--- config.mk ---
export PLATFORM = sky130hd
export DESIGN_NAME = overwriting_byte_ring_buffer
export DESIGN_NICKNAME = d
export VERILOG_FILES = /design/src/sv/obrb_pkg.sv /design/src/sv/obrb_front.sv /design/src/sv/obrb_queue.sv /design/src/sv/obrb_back.sv /design/src/sv/overwriting_byte_ring_buffer.sv
export SDC_FILE = /design/constraint.sdc
export NUM_CORES = 1
export LEC_CHECK = 0
export ABC_AREA = 1
export BUFFER_PORTS_ARGS = -buffer_cell sky130_fd_sc_hd__buf_4
export CORE_ASPECT_RATIO = 0.5
export CORE_MARGIN = 2
export CORE_UTILIZATION = 50
export CTS_CLUSTER_SIZE = 25
export DETAILED_ROUTE_END_ITERATION = 12
export PLACE_DENSITY = 0.68
export SYNTH_ARGS = -nofsm -noshare
export SYNTH_HDL_FRONTEND = slang
export SYNTH_SLANG_ARGS = --single-unit
--- constraint.sdc ---
create_clock -name clk -period 4.35 [get_ports clk]
set_input_delay 0 -clock clk [delete_from_list [all_inputs] [get_ports clk]]
set_output_delay 0 -clock clk [all_outputs]
set_load 0.01 [all_outputs]
--- src/sv/obrb_pkg.sv ---
// obrb_pkg: types, codes and constants shared by the overwriting byte ring buffer
// no dependencies; used by every module of the block
`timescale 1ns / 1ps

package obrb_pkg;

    localparam int DEPTH_DEFAULT = 64;
    localparam int CAP_W         = 7;
    localparam int AMT_W         = 7;
    localparam int MAX_RESULTS   = 64;
    localparam int CAP_RESET     = 64;
    localparam int QUEUE_DEPTH   = 2;

    typedef enum logic [1:0] {
        CMD_PUT   = 2'd0,
        CMD_ERASE = 2'd1,
        CMD_GET   = 2'd2,
        CMD_READ  = 2'd3
    } cmd_t;

    typedef enum logic {
        ST_IDLE = 1'b0,
        ST_READ = 1'b1
    } back_state_t;

    typedef struct packed {
        logic [1:0]       cmd;
        logic [7:0]       byte_in;
        logic [AMT_W-1:0] count;
        logic             consume;
    } in_item_t;

    typedef struct packed {
        logic [7:0]       data_out;
        logic             ok;
        logic [AMT_W-1:0] amount;
        logic             last;
    } out_item_t;

    typedef struct packed {
        cmd_t             op;
        logic [7:0]       byte_in;
        logic [AMT_W-1:0] count;
        logic             consume;
    } op_t;

endpackage

--- src/sv/obrb_front.sv ---
// obrb_front: accepts input items, decodes the command and normalizes the request
// depends on obrb_pkg
`timescale 1ns / 1ps

module obrb_front (
    input  logic              cmd_valid,
    output logic              cmd_ready,
    input  obrb_pkg::in_item_t cmd_item,
    input  logic              q_full,
    output logic              q_push,
    output obrb_pkg::op_t     q_op
);

    assign cmd_ready = !q_full;
    assign q_push    = cmd_valid && !q_full;

    always_comb
    begin
        q_op.byte_in = cmd_item.byte_in;
        q_op.consume = cmd_item.consume;
        q_op.count   = cmd_item.count;
        unique case (cmd_item.cmd)
            2'(obrb_pkg::CMD_PUT):
            begin
                q_op.op = obrb_pkg::CMD_PUT;
            end
            2'(obrb_pkg::CMD_ERASE):
            begin
                q_op.op = obrb_pkg::CMD_ERASE;
            end
            2'(obrb_pkg::CMD_GET):
            begin
                // get is a consuming read of one byte
                q_op.op      = obrb_pkg::CMD_GET;
                q_op.count   = obrb_pkg::AMT_W'(1);
                q_op.consume = 1'b1;
            end
            default:
            begin
                q_op.op = obrb_pkg::CMD_READ;
                if (32'(cmd_item.count) > obrb_pkg::MAX_RESULTS)
                begin
                    q_op.count = obrb_pkg::AMT_W'(obrb_pkg::MAX_RESULTS);
                end
            end
        endcase
    end

endmodule

--- src/sv/obrb_queue.sv ---
// obrb_queue: short queue of decoded commands between front and back
// depends on obrb_pkg
`timescale 1ns / 1ps

module obrb_queue (
    input  logic          clk,
    input  logic          rst_n,
    input  logic          push,
    input  obrb_pkg::op_t push_op,
    output logic          full,
    input  logic          pop,
    output logic          head_valid,
    output obrb_pkg::op_t head_op
);

    localparam int QD    = obrb_pkg::QUEUE_DEPTH;
    localparam int QPTR_W = (QD > 1) ? $clog2(QD) : 1;
    localparam int QCNT_W = $clog2(QD + 1);

    obrb_pkg::op_t     entry_reg [QD];
    logic [QPTR_W-1:0] wr_ptr_reg;
    logic [QPTR_W-1:0] wr_ptr_next;
    logic [QPTR_W-1:0] rd_ptr_reg;
    logic [QPTR_W-1:0] rd_ptr_next;
    logic [QCNT_W-1:0] cnt_reg;
    logic [QCNT_W-1:0] cnt_next;

    assign full       = (32'(cnt_reg) == QD);
    assign head_valid = (cnt_reg != '0);
    assign head_op    = entry_reg[rd_ptr_reg];

    always_comb
    begin
        wr_ptr_next = wr_ptr_reg;
        rd_ptr_next = rd_ptr_reg;
        cnt_next    = cnt_reg;
        if (push)
        begin
            wr_ptr_next = (32'(wr_ptr_reg) == QD - 1) ? '0 : wr_ptr_reg + 1'b1;
        end
        if (pop)
        begin
            rd_ptr_next = (32'(rd_ptr_reg) == QD - 1) ? '0 : rd_ptr_reg + 1'b1;
        end
        if (push && !pop)
        begin
            cnt_next = cnt_reg + 1'b1;
        end
        else if (pop && !push)
        begin
            cnt_next = cnt_reg - 1'b1;
        end
    end

    always_ff @(posedge clk or negedge rst_n)
    begin
        if (!rst_n)
        begin
            wr_ptr_reg <= '0;
            rd_ptr_reg <= '0;
            cnt_reg    <= '0;
        end
        else
        begin
            wr_ptr_reg <= wr_ptr_next;
            rd_ptr_reg <= rd_ptr_next;
            cnt_reg    <= cnt_next;
        end
    end

    always_ff @(posedge clk)
    begin
        if (push)
        begin
            entry_reg[wr_ptr_reg] <= push_op;
        end
    end

endmodule

--- src/sv/obrb_back.sv ---
// obrb_back: ring state, byte store and result sequencing with an output register
// depends on obrb_pkg
`timescale 1ns / 1ps

module obrb_back #(
    parameter int DEPTH = obrb_pkg::DEPTH_DEFAULT
) (
    input  logic                       clk,
    input  logic                       rst_n,
    input  logic                       cfg_we,
    input  logic [obrb_pkg::CAP_W-1:0] cfg_wdata,
    input  logic                       q_valid,
    input  obrb_pkg::op_t              q_op,
    output logic                       q_pop,
    output logic                       rsp_valid,
    input  logic                       rsp_ready,
    output obrb_pkg::out_item_t        rsp_item
);

    localparam int PTR_W = $clog2(DEPTH);
    localparam int CNT_W = $clog2(DEPTH + 1);
    localparam int SUM_W = CNT_W + 1;
    localparam int AMT_W = obrb_pkg::AMT_W;
    localparam int RING_RESET =
        (obrb_pkg::CAP_RESET > DEPTH) ? DEPTH : obrb_pkg::CAP_RESET;

    logic [7:0]       mem [DEPTH];
    logic [7:0]       rd_data_reg;
    logic             mem_we;
    logic             mem_re;
    logic [PTR_W-1:0] rd_addr;

    obrb_pkg::back_state_t state_reg;
    obrb_pkg::back_state_t state_next;
    logic [CNT_W-1:0] ring_reg;
    logic [CNT_W-1:0] ring_next;
    logic [PTR_W-1:0] wp_reg;
    logic [PTR_W-1:0] wp_next;
    logic [CNT_W-1:0] fill_reg;
    logic [CNT_W-1:0] fill_next;
    logic [PTR_W-1:0] rd_ptr_reg;
    logic [PTR_W-1:0] rd_ptr_next;
    logic [AMT_W-1:0] remain_reg;
    logic [AMT_W-1:0] remain_next;
    logic [AMT_W-1:0] amount_reg;
    logic [AMT_W-1:0] amount_next;
    logic             res_valid_reg;
    obrb_pkg::out_item_t res_reg;

    logic                can_emit;
    logic                emit;
    obrb_pkg::out_item_t emit_item;
    logic [SUM_W-1:0]    start_sum;
    logic [PTR_W-1:0]    start;
    logic [CNT_W-1:0]    fill_put;
    logic [AMT_W-1:0]    n_take;
    logic [31:0]         cap32;

    function automatic logic [PTR_W-1:0] ring_inc(
        input logic [PTR_W-1:0] p,
        input logic [CNT_W-1:0] r
    );
        ring_inc = (SUM_W'(p) + SUM_W'(1) == SUM_W'(r)) ? '0 : p + 1'b1;
    endfunction

    assign can_emit  = !res_valid_reg || rsp_ready;
    assign rsp_valid = res_valid_reg;
    assign rsp_item  = res_reg;

    // oldest byte sits fill entries behind the write position
    assign start_sum = SUM_W'(wp_reg) + SUM_W'(ring_reg) - SUM_W'(fill_reg);
    assign start     = (start_sum >= SUM_W'(ring_reg)) ?
                       PTR_W'(start_sum - SUM_W'(ring_reg)) : PTR_W'(start_sum);
    assign fill_put  = (fill_reg == ring_reg) ? ring_reg : fill_reg + 1'b1;
    assign n_take    = (32'(q_op.count) < 32'(fill_reg)) ? q_op.count : AMT_W'(fill_reg);
    assign cap32     = 32'(cfg_wdata);

    always_comb
    begin
        state_next  = state_reg;
        ring_next   = ring_reg;
        wp_next     = wp_reg;
        fill_next   = fill_reg;
        rd_ptr_next = rd_ptr_reg;
        remain_next = remain_reg;
        amount_next = amount_reg;
        q_pop       = 1'b0;
        mem_we      = 1'b0;
        mem_re      = 1'b0;
        rd_addr     = start;
        emit        = 1'b0;
        emit_item   = '{data_out: 8'd0, ok: 1'b0, amount: '0, last: 1'b1};

        if (cfg_we)
        begin
            if (cap32 == 32'd0)
            begin
                ring_next = CNT_W'(1);
            end
            else if (cap32 > DEPTH)
            begin
                ring_next = CNT_W'(DEPTH);
            end
            else
            begin
                ring_next = CNT_W'(cap32);
            end
            wp_next   = '0;
            fill_next = '0;
        end

        unique case (state_reg)
            obrb_pkg::ST_IDLE:
            begin
                if (q_valid)
                begin
                    unique case (q_op.op)
                        obrb_pkg::CMD_PUT:
                        begin
                            if (can_emit)
                            begin
                                q_pop        = 1'b1;
                                mem_we       = 1'b1;
                                wp_next      = ring_inc(wp_reg, ring_reg);
                                fill_next    = fill_put;
                                emit         = 1'b1;
                                emit_item.ok = (fill_put < ring_reg);
                            end
                        end
                        obrb_pkg::CMD_ERASE:
                        begin
                            if (can_emit)
                            begin
                                q_pop = 1'b1;
                                emit  = 1'b1;
                                if (fill_reg != '0)
                                begin
                                    wp_next      = (wp_reg == '0) ?
                                                   PTR_W'(ring_reg - 1'b1) : wp_reg - 1'b1;
                                    fill_next    = fill_reg - 1'b1;
                                    emit_item.ok = 1'b1;
                                end
                            end
                        end
                        default:
                        begin
                            if (n_take == '0)
                            begin
                                if (can_emit)
                                begin
                                    q_pop = 1'b1;
                                    emit  = 1'b1;
                                end
                            end
                            else
                            begin
                                q_pop       = 1'b1;
                                mem_re      = 1'b1;
                                rd_addr     = start;
                                rd_ptr_next = ring_inc(start, ring_reg);
                                remain_next = n_take;
                                amount_next = (q_op.op == obrb_pkg::CMD_READ) ? n_take : '0;
                                if (q_op.consume)
                                begin
                                    fill_next = fill_reg - CNT_W'(n_take);
                                end
                                state_next  = obrb_pkg::ST_READ;
                            end
                        end
                    endcase
                end
            end
            obrb_pkg::ST_READ:
            begin
                if (can_emit)
                begin
                    emit               = 1'b1;
                    emit_item.data_out = rd_data_reg;
                    emit_item.ok       = 1'b1;
                    emit_item.amount   = amount_reg;
                    emit_item.last     = (remain_reg == AMT_W'(1));
                    remain_next        = remain_reg - 1'b1;
                    if (remain_reg == AMT_W'(1))
                    begin
                        state_next = obrb_pkg::ST_IDLE;
                    end
                    else
                    begin
                        mem_re      = 1'b1;
                        rd_addr     = rd_ptr_reg;
                        rd_ptr_next = ring_inc(rd_ptr_reg, ring_reg);
                    end
                end
            end
            default:
            begin
                state_next = obrb_pkg::ST_IDLE;
            end
        endcase
    end

    always_ff @(posedge clk or negedge rst_n)
    begin
        if (!rst_n)
        begin
            state_reg     <= obrb_pkg::ST_IDLE;
            ring_reg      <= CNT_W'(RING_RESET);
            wp_reg        <= '0;
            fill_reg      <= '0;
            remain_reg    <= '0;
            res_valid_reg <= 1'b0;
        end
        else
        begin
            state_reg  <= state_next;
            ring_reg   <= ring_next;
            wp_reg     <= wp_next;
            fill_reg   <= fill_next;
            remain_reg <= remain_next;
            if (emit)
            begin
                res_valid_reg <= 1'b1;
            end
            else if (rsp_ready)
            begin
                res_valid_reg <= 1'b0;
            end
        end
    end

    always_ff @(posedge clk)
    begin
        rd_ptr_reg <= rd_ptr_next;
        amount_reg <= amount_next;
        if (emit)
        begin
            res_reg <= emit_item;
        end
    end

    // byte store
    always_ff @(posedge clk)
    begin
        if (mem_we)
        begin
            mem[wp_reg] <= q_op.byte_in;
        end
        if (mem_re)
        begin
            rd_data_reg <= mem[rd_addr];
        end
    end

    a_fill_bound: assert property (@(posedge clk) disable iff (!rst_n)
        fill_reg <= ring_reg)
        else $error("fill exceeds ring size");

    a_wp_bound: assert property (@(posedge clk) disable iff (!rst_n)
        SUM_W'(wp_reg) < SUM_W'(ring_reg))
        else $error("write position outside ring");

    a_read_remain: assert property (@(posedge clk) disable iff (!rst_n)
        state_reg == obrb_pkg::ST_READ |-> remain_reg != '0)
        else $error("read burst with nothing left");

    a_pop_idle: assert property (@(posedge clk) disable iff (!rst_n)
        q_pop |-> (q_valid && state_reg == obrb_pkg::ST_IDLE))
        else $error("queue popped outside idle");

    a_emit_slot: assert property (@(posedge clk) disable iff (!rst_n)
        (res_valid_reg && !rsp_ready) |=> ($stable(res_reg) && res_valid_reg))
        else $error("pending item overwritten");

endmodule

--- src/sv/overwriting_byte_ring_buffer.sv ---
// overwriting_byte_ring_buffer: top level, front decode, command queue and back end
// depends on obrb_pkg, obrb_front, obrb_queue, obrb_back
`timescale 1ns / 1ps
//
// channel    direction  handshake              payload
// cmd        in         cmd_valid/cmd_ready    obrb_pkg::in_item_t
// rsp        out        rsp_valid/rsp_ready    obrb_pkg::out_item_t
// cfg        in         cfg_we                 cfg_wdata (capacity)
//
// put and erase: one item per cycle unless the output stalls or a read is in progress, one result each
// get and block read: each byte is read from the store into a register, then issued as a result,
//   in order through the single read port of the byte store
// a two-entry command queue lets input items enter while the back end is busy
// reset clears the write position, fill and queue; store contents stay undefined until written
// a stalled result holds in the output register and the back end waits on it

module overwriting_byte_ring_buffer #(
    parameter int DEPTH = obrb_pkg::DEPTH_DEFAULT
) (
    input  logic                       clk,
    input  logic                       rst_n,
    input  logic                       cfg_we,
    input  logic [obrb_pkg::CAP_W-1:0] cfg_wdata,
    input  logic                       cmd_valid,
    output logic                       cmd_ready,
    input  obrb_pkg::in_item_t         cmd_item,
    output logic                       rsp_valid,
    input  logic                       rsp_ready,
    output obrb_pkg::out_item_t        rsp_item
);

    logic          q_full;
    logic          q_push;
    obrb_pkg::op_t q_in_op;
    logic          q_pop;
    logic          q_valid;
    obrb_pkg::op_t q_head_op;

    obrb_front u_front (
        .cmd_valid (cmd_valid),
        .cmd_ready (cmd_ready),
        .cmd_item  (cmd_item),
        .q_full    (q_full),
        .q_push    (q_push),
        .q_op      (q_in_op)
    );

    obrb_queue u_queue (
        .clk        (clk),
        .rst_n      (rst_n),
        .push       (q_push),
        .push_op    (q_in_op),
        .full       (q_full),
        .pop        (q_pop),
        .head_valid (q_valid),
        .head_op    (q_head_op)
    );

    obrb_back #(
        .DEPTH (DEPTH)
    ) u_back (
        .clk       (clk),
        .rst_n     (rst_n),
        .cfg_we    (cfg_we),
        .cfg_wdata (cfg_wdata),
        .q_valid   (q_valid),
        .q_op      (q_head_op),
        .q_pop     (q_pop),
        .rsp_valid (rsp_valid),
        .rsp_ready (rsp_ready),
        .rsp_item  (rsp_item)
    );

endmodule
# Yosys cells after proc, flatten, opt, wreduce, memory -nomap -nowiden
# Memory sizes are Yosys's and may differ from the RTL's. A register that Yosys moved wholly into a read port is not among the register bits.
# Index checks and enable logic that the tools add are counted.
[totals]
mem_count = 2
mem_bits_rw = 548
ff_bits = 63
in_bits = 30
word_cells = 162
output_inout_bits = 19
[memory_table]
columns = ["memory", "depth", "width", "read_ports", "rd_ports_with_merged_regs", "write_ports", "line", "source"]
rows = [
  ["u_back.mem", 64, 8, 1, 1, 1, "obrb_back.sv:27", "logic [7:0] mem [DEPTH];"],
  ["u_queue.entry_reg", 2, 18, 1, 0, 1, "obrb_queue.sv:20", "obrb_pkg::op_t entry_reg [QD];"],
]
[classes]
reduce_logical = 23
n_bitwise = 3
eq_ne = 15
n_lt_le_gt_ge = 5
mux = 80
add_sub_neg = 19
[ops]
columns = ["op", "n"]
rows = [
  ["7-bit two-way mux", 17],
  ["6-bit two-way mux", 18],
  ["7-bit one-hot mux with 2 select lines", 3],
  ["6-bit one-hot mux with 2 select lines", 3],
  ["32-bit logical NOT", 1],
  ["1-bit two-way mux", 30],
  ["7-bit equality test", 4],
  ["6-bit by 1-bit adder with 7-bit output, second input constant", 3],
  ["6-bit by 1-bit adder with 6-bit output, second input constant", 3],
  ["7-bit greater-than comparator, second input constant", 2],
  ["7-bit less-than comparator", 2],
  ["7-bit by 1-bit subtractor with 7-bit output, second input constant", 2],
  ["6-bit by 1-bit subtractor with 6-bit output, second input constant", 2],
  ["2-bit != test, second input constant", 5],
  ["1-bit one-hot mux with 2 select lines", 5],
  ["9-bit two-way mux", 1],
  ["6-bit by 7-bit adder with 8-bit output", 1],
  ["8-bit by 7-bit greater-or-equal comparator with 1-bit output", 1],
  ["4-bit AND reduction", 2],
  ["8-bit by 7-bit subtractor with 8-bit output", 1],
  ["7-bit by 1-bit adder with 7-bit output, second input constant", 1],
  ["7-bit by 1-bit equality test with 1-bit output, second input constant", 1],
  ["7-bit logical NOT", 1],
  ["7-bit nonzero test", 1],
  ["19 further kinds", 35],
]

# Longest topological paths before layout
[depth]
word_depth = 11
depth_mapped = 31
depth_no_buf = 30

# Cells and area by module
# Synthesis repeated with hierarchy kept, for this count alone.
[unflattened]
hier_cells = 3153
area_unflattened_um2 = 30391.6
[by_module_without_submodules]
columns = ["module", "area_each_um2", "seq_area_each_um2", "cells_each", "instances"]
rows = [
  ["obrb_back", 28645.0, 17242.8, 3032, 1],
  ["obrb_queue", 1555.2, 1181.1, 81, 1],
  ["obrb_front", 191.4, 0.0, 40, 1],
]

# Worst setup path before layout
# OpenSTA, ideal clock, no wires.
[synth_timing]
path_kind = "register to register"
start = "register u_back.wp_reg[2]"
end = "register u_back.rd_ptr_reg[3] (data pin)"
period_less_slack_ns = 4.479
setup_ns = 0.253
path_buffers = 1
path_slack_ns = -0.129
arrival_ns = 4.226
required_ns = 4.097
stages_incl_launch_ff = 25
cell_sequence = "dfrtp_1 -> clkinv_1 -> fa_1 -> inv_1 -> ha_1 -> or2_1 -> and2_1 -> xor2_1 -> ha_1 -> a21oi_2 -> nand3_1 -> a21oi_4 -> nand3_2 -> buf_6 -> nand2_2 -> nand2_2 -> ha_1 -> xnor2_1 -> nand3_1 -> nor2_1 -> nand3_1 -> nor2_1 -> nand3_2 -> nand2_1 -> nand2_1"
[synth_between]
elab_chain_len = 11
elab_cells_between_ends = 13
cone_classes = "add/sub (5); order compare (1); eq/ne (1); mux (6)"
[synth_lines]
columns = ["item", "line", "source"]
rows = [
  ["start, declared", "obrb_back.sv:37", "logic [PTR_W-1:0] wp_reg;"],
  ["start signal, assigned", "obrb_back.sv:217", "wp_reg <= wp_next;"],
  ["6-bit by 7-bit adder with 8-bit output (*)", "obrb_back.sv:71", "assign start_sum = SUM_W'(wp_reg) + SUM_W'(ring_reg) - SUM_W'(fill_reg);"],
  ["8-bit by 7-bit subtractor with 8-bit output (*)", "obrb_back.sv:71", ""],
  ["8-bit by 7-bit greater-or-equal comparator with 1-bit output / 6-bit subtractor (equally long branches)", "obrb_back.sv:72, obrb_back.sv:73", ""],
  ["6-bit two-way mux (*)", "obrb_back.sv:72", "assign start = (start_sum >= SUM_W'(ring_reg)) ?"],
  ["6-bit by 1-bit adder with 7-bit output", "obrb_back.sv:63", "ring_inc = (SUM_W'(p) + SUM_W'(1) == SUM_W'(r)) ? '0 : p + 1'b1;"],
  ["7-bit equality test", "obrb_back.sv:63", ""],
  ["6-bit two-way mux (*)", "obrb_back.sv:63", ""],
  ["6-bit two-way mux (*)", "obrb_back.sv:147", "if (n_take == '0)"],
  ["6-bit two-way mux (*)", "obrb_back.sv:117", "unique case (q_op.op)"],
  ["6-bit two-way mux (*)", "obrb_back.sv:115", "if (q_valid)"],
  ["6-bit one-hot mux with 2 select lines (*)", "obrb_back.sv:112", "unique case (state_reg)"],
  ["via u_back.rd_ptr_next[3]", "obrb_back.sv:42", "logic [PTR_W-1:0] rd_ptr_next;"],
  ["end signal, assigned", "obrb_back.sv:233", "rd_ptr_reg <= rd_ptr_next;"],
  ["end, declared", "obrb_back.sv:41", "logic [PTR_W-1:0] rd_ptr_reg;"],
]
# Mark *: on every way through the listed nets, which the timed path passes. The rest lies on a longest branch. The select of a mux whose other input is x is not followed.
# A chain may end at the register's enable or synchronous reset.

# Final worst setup path
[layout_timing]
start = "register u_back.fill_reg[2]"
end = "register u_back.rd_data_reg[2], read port of u_back.mem (data pin)"
[layout_between]
elab_chain_len = 7
elab_cells_between_ends = 14
cone_classes = "add/sub (2); order compare (2); mux (9); reduce/logical (1)"
[layout_lines]
columns = ["item", "line", "source"]
rows = [
  ["start, declared", "obrb_back.sv:39", "logic [CNT_W-1:0] fill_reg;"],
  ["start signal, assigned", "obrb_back.sv:218", "fill_reg <= fill_next;"],
  ["parallel branches: the longest is 7 deep, another holds 8-bit by 7-bit subtractor with 8-bit output", "n/a", ""],
  ["end, declared", "obrb_back.sv:28", "logic [7:0] rd_data_reg;"],
]
# Several ways; the timed one is not identified.

==> results.tsv <==
metric	value	unit
Worst Path Arrival	4.94	ns
GRT Util Overall	27.5	%
remaining antenna violation count	0	
highest fanout seen on the critical path	16	
Syn-to-layout area delta	22.9	%
ANT cells	0	
final WL	88.9	mm
Longest Clk Path Bufs	3	
startpoint types	flop	
vias in the first global route	22700	
DRT Pass-1 Iters	6	
clk slew on worst S/H paths	0.07	ns
Routability Congestion	0.940	
WP data required	4.71	ns
Slew Viols, Final	0	
Fmax	0.218	GHz
Starting Density	50.9	%
post-place setup slack	-0.408	ns
Post-Syn Area	30300	sq um
initial antenna violation count	1	
max_slew headroom	19.5	%
first-pass GRT wire length	132	mm
final-report hold violation count	0	
Synth area leader	edfxtp_1	
max_cap viols	0	
Die Ht	178	um
detailed-placement wirelength estimate	54.8	mm
Clock Sinks	619	
CP Capture Point	u_back.rd_data_reg[2]$_DFFE_PP_	
DRC viols	0	
core area	59600	sq um
Synth cell types	53	
Cells after Synth	3187	
CTS tree	built	
Crit. Startpoint	u_back.fill_reg[2]$_DFF_PN0_	
Worst Hold Class	primary input to flop	
nets	3547	
Setup CP Type	flop to flop	
Die X-Extent	352	um
initial DRC count	3216	
drt wl/cell	20.6	um
Synth Net Count	3269	
syn_area_per_cell	9.52	sq um
layout cell share with drive strength beyond 1	18.1	%
fin crit share	105	%
H-Tree Depth	2	
final setup fails	14	
Yosys reg bits	619	
reg-to-reg startpoint	u_back.fill_reg[2]$_DFF_PN0_	
RSZ-0062 raised after global routing	true	
status	finished, violations left	
Period minus WS final	4.58	ns
Clk Latency, worst-skew pair	0.62	ns
TritonCTS buffer count	55	
Post-synth EDFFs	586	
Synthesis Warnings	0	
largest net degree at the start of global routing	65	
Fin Clk Skew	0.0236	ns
reg2reg setup slack	-0.23	ns
Synth Flop Type	edfxtp_1	
Reg2Reg Capture Point	u_back.rd_data_reg[2]$_DFFE_PP_	
Port Buf Inserts	48	
endpoint class of the critical path	flop	
worst reg2reg path depth	27	
PnR worst setup slack	-0.228	ns
Core Rows	63	
main area contributors after synthesis	edfxtp_1, nand3_1, nand2_1	
Top Ports	49	
vias per cell	5.53	
Fill cells	4691	
Least-Margin Pin Slew	1.20	ns
max reg flops	512	
total gr overflow	0	
Synth top area share	58.0	%
DIE AREA	62800	sq um
violated checks	setup timing	
vias	23900	
share of synthesized registers carrying an async set or reset	5.33	%
clock root buffer master	clkbuf_16	
sequential area share after synthesis	60.7	%
[repair_timing]
item | in CTS | in global routing
endpoints found under the setup margin | 14 | 14
buffers inserted | 24 | 14
resized for setup | 141 | 132
hold buffers | 42 | 0
cloned | 13 | 10
pin swaps | 36 | 50
endpoints found under the hold margin | 88 | 0
[cell usage after synthesis, drive strengths merged, types with 2 or more instances]
library cell    n
o21ai          83
nor3            4
nor4            4
xnor2          13
xor2           22
clkbuf         28
clkinv          4
dfrtp          32
a22oi           3
nand3         603
a221oi          3
edfxtp        586
inv           622
buf           106
nor2          187
or2             9
nand2         727
a2bb2oi         2
a21oi          54
o31ai           3
o22ai           6
nand4          15
a31oi           3
o21a            2
o211ai          3
ha             44
fa              8
[final cells by class]
type                    count  area (sq um)  share of cell area, %
well taps                 812          1020                   2.72
flip-flops and latches    619         18400                   49.4
repair buffers            352          3730                   10.0
multi-input cells        1811          9980                   26.8
clock buffers              67          1460                   3.92
clock inverters            33           332                  0.889
inverters                 626          2350                   6.31
[per-layer routing]
layer	share of wire [%]	vias to the layer above	global-route usage [%]
li1	-	11000	-
met2	46	1294	44.7
met4	2.6	0	7.98
met3	11	179	5.00
met5	0	-	0
met1	40	11400	38.2
[critical path, cell delays in order (launching register included)]
cell     delay (ns)
dfrtp_1        0.41
fa_1           0.56
inv_2          0.05
ha_4           0.21
or2_4          0.23
and2_4         0.18
a31oi_4        0.15
xnor2_2        0.16
ha_4           0.25
nand2_2        0.06
nand2_1        0.04
nand2_1        0.06
nand2_2        0.06
a21oi_4        0.16
nand3_4        0.15
buf_6          0.16
nand2_8        0.06
nand3_4        0.14
buf_12         0.18
nand2_8        0.15
buf_8          0.19
nand2_1        0.07
nand3_1        0.11
nand3_1        0.09
nand3_1        0.18
nand3_2        0.13
nand3_1        0.10
nand2_1        0.05
[layout by cell type (no fill, tap or decap), types with 41 or more instances in the layout]
cell           instances
a21oi_1               49
buf_4                231
clkbuf_16             64
dlygate4sd3_1         41
edfxtp_1             586
inv_1                611
nand2_1              682
nand3_1              464
nand3_2              113
nor2_1               180
o21ai_0               60
[worst min-delay path by stage]
| stage | from | to | slack [ns] | depth (start not counted) |
|---|---|---|---|---|
| floorplan | rst_n | u_back.fill_reg[0]$_DFF_PN0_ | -0.30 | 0 |
| global placement | rst_n | u_back.remain_reg[4]$_DFFE_PN0P_ | -0.009 | 1 |
| detailed placement | rst_n | u_back.remain_reg[6]$_DFFE_PN0P_ | -0.02 | 1 |
| CTS | rsp_ready | u_back.state_reg$_DFF_PN0_ | 0.02 | 5 |
| global route | rsp_ready | u_back.rsp_item[0]$_SDFFCE_PN1P_ | 0.1 | 4 |
| finish | rsp_ready | u_back.state_reg$_DFF_PN0_ | 0.04 | 5 |
[kinds of logic after synthesis]
family,count (synthesis),share of synthesized area (%)
muxes,1,0.0330
xor gates and xnor gates,35,1.01
buffers and inverters,760,10.5
DFF,619,60.7
AOI/OAI and AO/OA,167,3.15
and+or+nand+nor,1553,22.2
adders and majority gates,52,2.34
[stage by stage]
stage | hold WS (ns) | std cells | cell area, sq um | setup TNS (ns) | utilization [%]
after floorplan | -0.296 | 3187 | 30400 | 0 | -
after global placement | -0.00878 | 4119 | 32800 | -3.51 | 55.1
after detailed placement | -0.0173 | 4119 | 32800 | -4.20 | 55.1
after CTS | 0.0201 | 4298 | 36300 | -2.39 | 60.9
after global routing | 0.0978 | 4320 | 37300 | -4.86 | 62.6
final | 0.0402 | 4320 | 37300 | -2.25 | 62.6
Power is left out: the tool's default activity adds up to more than one toggle a clock period on the data nets, which glitch-free logic cannot reach.
